## config.mk

```make
export PLATFORM = sky130hd
export DESIGN_NAME = smm_ctrl
export DESIGN_NICKNAME = d
export VERILOG_FILES = /design/src/rtl/core/smm_pkg.sv /design/src/rtl/core/smm_ctrl.sv
export SDC_FILE = /design/constraint.sdc
export NUM_CORES = 1
export LEC_CHECK = 0
export ABC_AREA = 1
export BUFFER_PORTS_ARGS = -buffer_cell sky130_fd_sc_hd__buf_2
export CORE_AREA = 2 2 39 41
export CTS_BUF_LIST = sky130_fd_sc_hd__clkbuf_16
export DETAILED_ROUTE_END_ITERATION = 10
export DIE_AREA = 0 0 41 43
export SLEW_MARGIN = 20
export SYNTH_ARGS = -nofsm -noshare
export SYNTH_HDL_FRONTEND = slang
export SYNTH_SLANG_ARGS = --single-unit
```

## constraint.sdc

```tcl
create_clock -name clk -period 1 [get_ports clk]
set_input_delay 0.15 -clock clk [delete_from_list [all_inputs] [get_ports clk]]
set_output_delay 0.15 -clock clk [all_outputs]
set_load 0.05 [all_outputs]
```

## src/rtl/core/smm_pkg.sv

```systemverilog
// ----------------------------------------------------------------------------
// smm_pkg: shared definitions for the sorted lists merge median unit
// Sizes, operation codes and the command/status bundles that join the
// controller and the datapath.
// ----------------------------------------------------------------------------
`default_nettype none

package smm_pkg;

  // Capacity of each list and the widths that follow from it.
  localparam int LIST_DEPTH = 256;
  localparam int ADDR_W     = $clog2(LIST_DEPTH);
  localparam int CNT_W      = $clog2(LIST_DEPTH + 1);
  localparam int TOT_W      = CNT_W + 1;

  // Payload widths.
  localparam int VAL_W      = 32;
  localparam int RES_W      = VAL_W + 1;
  localparam int OUT_DATA_W = 40;

  // Operation codes carried on the input tuser.
  localparam logic [1:0] OP_PUSH_A = 2'd0;
  localparam logic [1:0] OP_PUSH_B = 2'd1;
  localparam logic [1:0] OP_FINISH = 2'd2;

  // Commands from the controller to the datapath.
  typedef struct packed {
    logic push_a;  // append the input value to the first list
    logic push_b;  // append the input value to the second list
    logic start;   // rewind the merge cursors
    logic step;    // take one element of the merge walk
    logic finish;  // load the result register and clear the lists
  } smm_cmd_t;

  // Status from the datapath to the controller.
  typedef struct packed {
    logic total_zero;  // both lists are empty
    logic walk_last;   // the current step reaches the middle of the walk
    logic out_free;    // the result register can take a new result
  } smm_stat_t;

endpackage

`default_nettype wire

```

## src/rtl/core/smm_ctrl.sv

```systemverilog
// ----------------------------------------------------------------------------
// smm_ctrl: sequencing of pushes, the merge walk and result delivery
// Accepts items while idle, runs the walk after a finish when the lists
// hold elements, and hands the result to the output register once it is free.
// ----------------------------------------------------------------------------
`default_nettype none

module smm_ctrl (
  input  wire logic                clk,
  input  wire logic                rst_n,
  input  wire logic                in_valid,
  input  wire logic [1:0]          in_op,
  output logic                     in_ready,
  input  wire smm_pkg::smm_stat_t  stat,
  output smm_pkg::smm_cmd_t        cmd
);

  typedef enum logic [2:0] {
    ST_IDLE = 3'b001,
    ST_WALK = 3'b010,
    ST_DONE = 3'b100
  } state_t;

  state_t state_r, state_nxt;
  logic   accept;

  assign in_ready = (state_r == ST_IDLE);
  assign accept   = in_valid && in_ready;

  // Next state and commands.
  always_comb begin
    state_nxt = state_r;
    cmd       = '0;
    case (state_r)
      ST_IDLE: begin
        if (accept) begin
          case (in_op)
            smm_pkg::OP_PUSH_A: cmd.push_a = 1'b1;
            smm_pkg::OP_PUSH_B: cmd.push_b = 1'b1;
            smm_pkg::OP_FINISH: begin
              cmd.start = 1'b1;
              state_nxt = stat.total_zero ? ST_DONE : ST_WALK;
            end
            default: ;
          endcase
        end
      end
      ST_WALK: begin
        cmd.step = 1'b1;
        if (stat.walk_last) begin
          state_nxt = ST_DONE;
        end
      end
      ST_DONE: begin
        if (stat.out_free) begin
          cmd.finish = 1'b1;
          state_nxt  = ST_IDLE;
        end
      end
      default: state_nxt = ST_IDLE;
    endcase
  end

  // State register.
  always_ff @(posedge clk) begin
    if (!rst_n) begin
      state_r <= ST_IDLE;
    end else begin
      state_r <= state_nxt;
    end
  end

endmodule

`default_nettype wire

```

# == Word level (Yosys, flattened, before mapping) ==
# Cells that the tools add are included.
# word_totals
reg_bits,3
input_bits,8
# op_classes
n_eq_ne,9
muxes,14
reduce_logical,3
# op_table
cell,count
two-way mux 3 bit,7
case mux 3 bit (3 select lines),1
two-way mux 1 bit,6
!= test 2 x 1 -> 1 bit (second input constant),2
!= test 2 bit (second input constant),2
AND reduction 4 bit,1
== test 3 x 1 -> 1 bit (second input constant),1
== test 3 x 2 -> 1 bit (second input constant),1
== test 3 bit (second input constant),1
== test 2 x 1 -> 1 bit (second input constant),1
== test 2 bit (second input constant),1
zero test 2 bit,1
logical AND 1 bit,1

# == Depth between registers and ports, before layout ==
# logic_depth
depth_word,4
depth_mapped,7
mapped_depth_nobuf,7

# == Worst setup path after synthesis ==
# No wires, ideal clock.
# synth_path
path_kind,register -> output
from,register state_r[1]
to,output port cmd[4] (netlist name)
arrival_ns,2.079
required_ns,0.850
slack_ns,-1.229
stages_incl_launch_ff,6
path_cell_list,dfxtp_1 -> inv_1 -> nand3_2 -> inv_1 -> nand2_1 -> nor3_1
# synth_rtl
item,line_no,rtl
from (decl),smm_ctrl.sv:24,"state_t state_r, state_nxt;"
from (signal assigned),smm_ctrl.sv:69,state_r <= state_nxt;
to (decl),smm_ctrl.sv:15,output smm_pkg::smm_cmd_t cmd

==> impl_metrics.env <==
export IMPL_largest_reg_flops=3
export IMPL_power_density_nw_per_um2=3850
export IMPL_synthCells=39
export IMPL_utilization_pct=43.9
export IMPL_total_power_mw=2.34
export IMPL_clk_latency_ns=0.22
export IMPL_crit_path_max_incr_delay_ns=0.32
export IMPL_synth_enable_flop_cells=0
export IMPL_core_area_um2=1380
export IMPL_wl_um=772
export IMPL_path_cells="inv_2 > nand3_4 > clkinvlp_4 > nand2_4 > nor3b_4 > buf_6"
export IMPL_drive_gt1_share_pct=71.9
export IMPL_yosys_register_bits=3
export IMPL_fmax_mhz=749
export IMPL_grt_pass1_vias=317
export IMPL_port_buffers=13
export IMPL_root_buffer="clkbuf_16"
export IMPL_cts_hold_buf=0
export IMPL_fin_tns_setup_ns=-2.04
export IMPL_synth_common_cells="nor2_1 (9), nand2_1 (8), inv_1 (6), dfxtp_1 (3), nor2_2 (3)"
export IMPL_cap_viol_max_count=0
export IMPL_syn_nets=47
export IMPL_cts_sinks=3
export IMPL_drv_slew=0
export IMPL_synthTopCellsByArea="dfxtp_1 (25%), nor2_1 (14%), nand2_1 (13%), inv_1 (9.5%), nor2_2 (7.9%)"
export IMPL_setup_slack_ns=-0.335
export IMPL_syn_cell_area_um2=238
export IMPL_startpoint_type="register"
export IMPL_p_leak_nw=0.288
export IMPL_wl_per_cell_um=9.65
export IMPL_status="finished, violations left"
export IMPL_htreeDepth=1
export IMPL_min_delay_worst_endpoint="state_r[0]"
export IMPL_dr_pass1_iters=2
export IMPL_timing_reg2reg_setup_slack_ns=-0.15
export IMPL_ys_types=12
export IMPL_hold_viol_final=0
export IMPL_synthArstFlopShare_pct=0
export IMPL_r2r_start="state_r[1]"
export IMPL_cts_path_max_buffers=2
export IMPL_cp_arrival_ns=1.18
export IMPL_die_w_um=41
export IMPL_cts_tree="done"
export IMPL_diodes=0
export IMPL_grt_pass1_wl_mm=1.18
export IMPL_synth_top_area_cell="dfxtp_1"
export IMPL_criticalPathCategory="reg2out"
export IMPL_hold_path_class="in2reg"
export IMPL_path_clk_slew_ns=0.03
export IMPL_layout_nets=73
export IMPL_netlist_area_leader_share_pct=25.3
export IMPL_final_fill_count=133
export IMPL_io_pins=14
export IMPL_hpwl_um=603
export IMPL_worst_endpoint_required_ns=0.85
export IMPL_r2r_end="state_r[0]"
export IMPL_fin_skew_ns=0.000884
export IMPL_finalSetupViolCount=9
export IMPL_worstHoldStart="rst_n"
export IMPL_antenna_left=0
export IMPL_chipHeight_um=43
export IMPL_worstSetupEndpointType="primary output"
export IMPL_antenna_found_initial=0
export IMPL_grt_usage_pct=10.2
export IMPL_violations="setup timing"
export IMPL_dp_slack_ns=-0.238
export IMPL_tightestPinTransition_ns=0.190
export IMPL_crit_path_top_delay_cell="dfxtp_2"
export IMPL_vias=343
export IMPL_synth_most_common_cell="nor2_1"
export IMPL_slew_headroom_pct=87.3
export IMPL_rows=14
export IMPL_die_area_um2=1760
export IMPL_grt_max_degree=6
export IMPL_path_max_fanout=2
export IMPL_largest_register="state_r"
export IMPL_ir_worst_vdd_mv=1.28
export IMPL_reg_top3="state_r x3"
export IMPL_gp_congestion=0.676
export IMPL_drtIter0Drc=2
export IMPL_r2r_cells=6
export IMPL_rsz0062_at_grt="yes"
export IMPL_layout_min_cycle_time_ns=1.33
export IMPL_cts_buffers_inserted=3
export IMPL_gr_total_overflow=0
export IMPL_start_util_pct=17.2
export IMPL_synth_warnings=0
export IMPL_ys_flop_type="dfxtp_1"
export IMPL_ys_seq_area_share_pct=25.3
export IMPL_fin_crit_sh_pct=133
export IMPL_syn_avg_cell_area_um2=6.10
export IMPL_area_growth_pct=155
export IMPL_worstHoldPathCells=2
export IMPL_drc=0
export IMPL_via_per_inst=4.29
power breakdown:
group          leakage, nW  switching, mW  internal, mW
clock network       0.0423          0.101         0.515
registers           0.0255         0.0540         0.197
logic                0.220          0.816         0.655
how the worst max path moves through the flow:
stage,from,endpoint,slack [ns]
finish,state_r[1],cmd[3],-0.33
CTS,state_r[1],cmd[3],-0.34
detailed placement,state_r[1],cmd[3],-0.24
global route,state_r[1],cmd[3],-0.39
floorplan,state_r[1],cmd[3],-0.48
global placement,state_r[1],cmd[3],-0.21
through the flow:
| step | instance area, um^2 | hold WS [ns] | instances |
|---|---|---|---|
| final | 607 | 0.155 | 80 |
| after global routing | 607 | 0.165 | 80 |
| after CTS | 598 | 0.161 | 80 |
| after detailed placement | 420 | 0.385 | 74 |
| after global placement | 420 | 0.366 | 74 |
| after floorplan | 290 | 0.236 | 39 |
kinds of logic (layout without fill, tap and decap cells):
kind of cell,after synthesis,after routing,synth area share (%)
DFF,3,3,25.3
AOI/OAI and AO/OA,1,1,2.10
buffers and inverters,6,31,9.47
and+or+nand+nor,29,29,63.2
layout by cell type (no fill, tap or decap), drive strengths merged:
cell and count:
nor3b 1, nor3 3, clkbuf 3, inv 6
clkinvlp 1, nand3b 2, nor2 12, nand3 3
dfxtp 3, buf 21, a21oi 1, nand2 8
critical path: cells and delay by family, from the launching register on:
family / cells / cell delay, ns
buffers and inverters: 3 / 0.34
flip-flops: 1 / 0.32
AND/OR/NAND/NOR: 3 / 0.31
area by class of cell:
type                    instances  area, um^2  share of cell area (%)
multi-input cells              30         238                    39.2
repair buffers                 21         178                    29.3
clock buffers                   3        75.1                    12.4
flip-flops and latches          3        66.3                    10.9
inverters                       6        26.3                    4.33
well taps                      16        20.0                    3.30
clock inverters                 1        3.75                   0.619
per-layer routing:
layer / part of all wire [%] / GRT usage, % / vias up
met4: 0.91 / 4.00 / 0
li1: - / - / 174
met1: 34 / 9.27 / 155
met5: 0 / 0 / -
met3: 6.0 / 3.14 / 2
met2: 58 / 19.1 / 12
repair_timing:
item,in CTS,in global routing
endpoints found under the setup margin,9,9
gates resized for setup,24,3
pin swaps,5,2
buffers inserted,2,1
endpoints found under the hold margin,0,0
No activity file was read; power rests on OpenSTA's default activity.
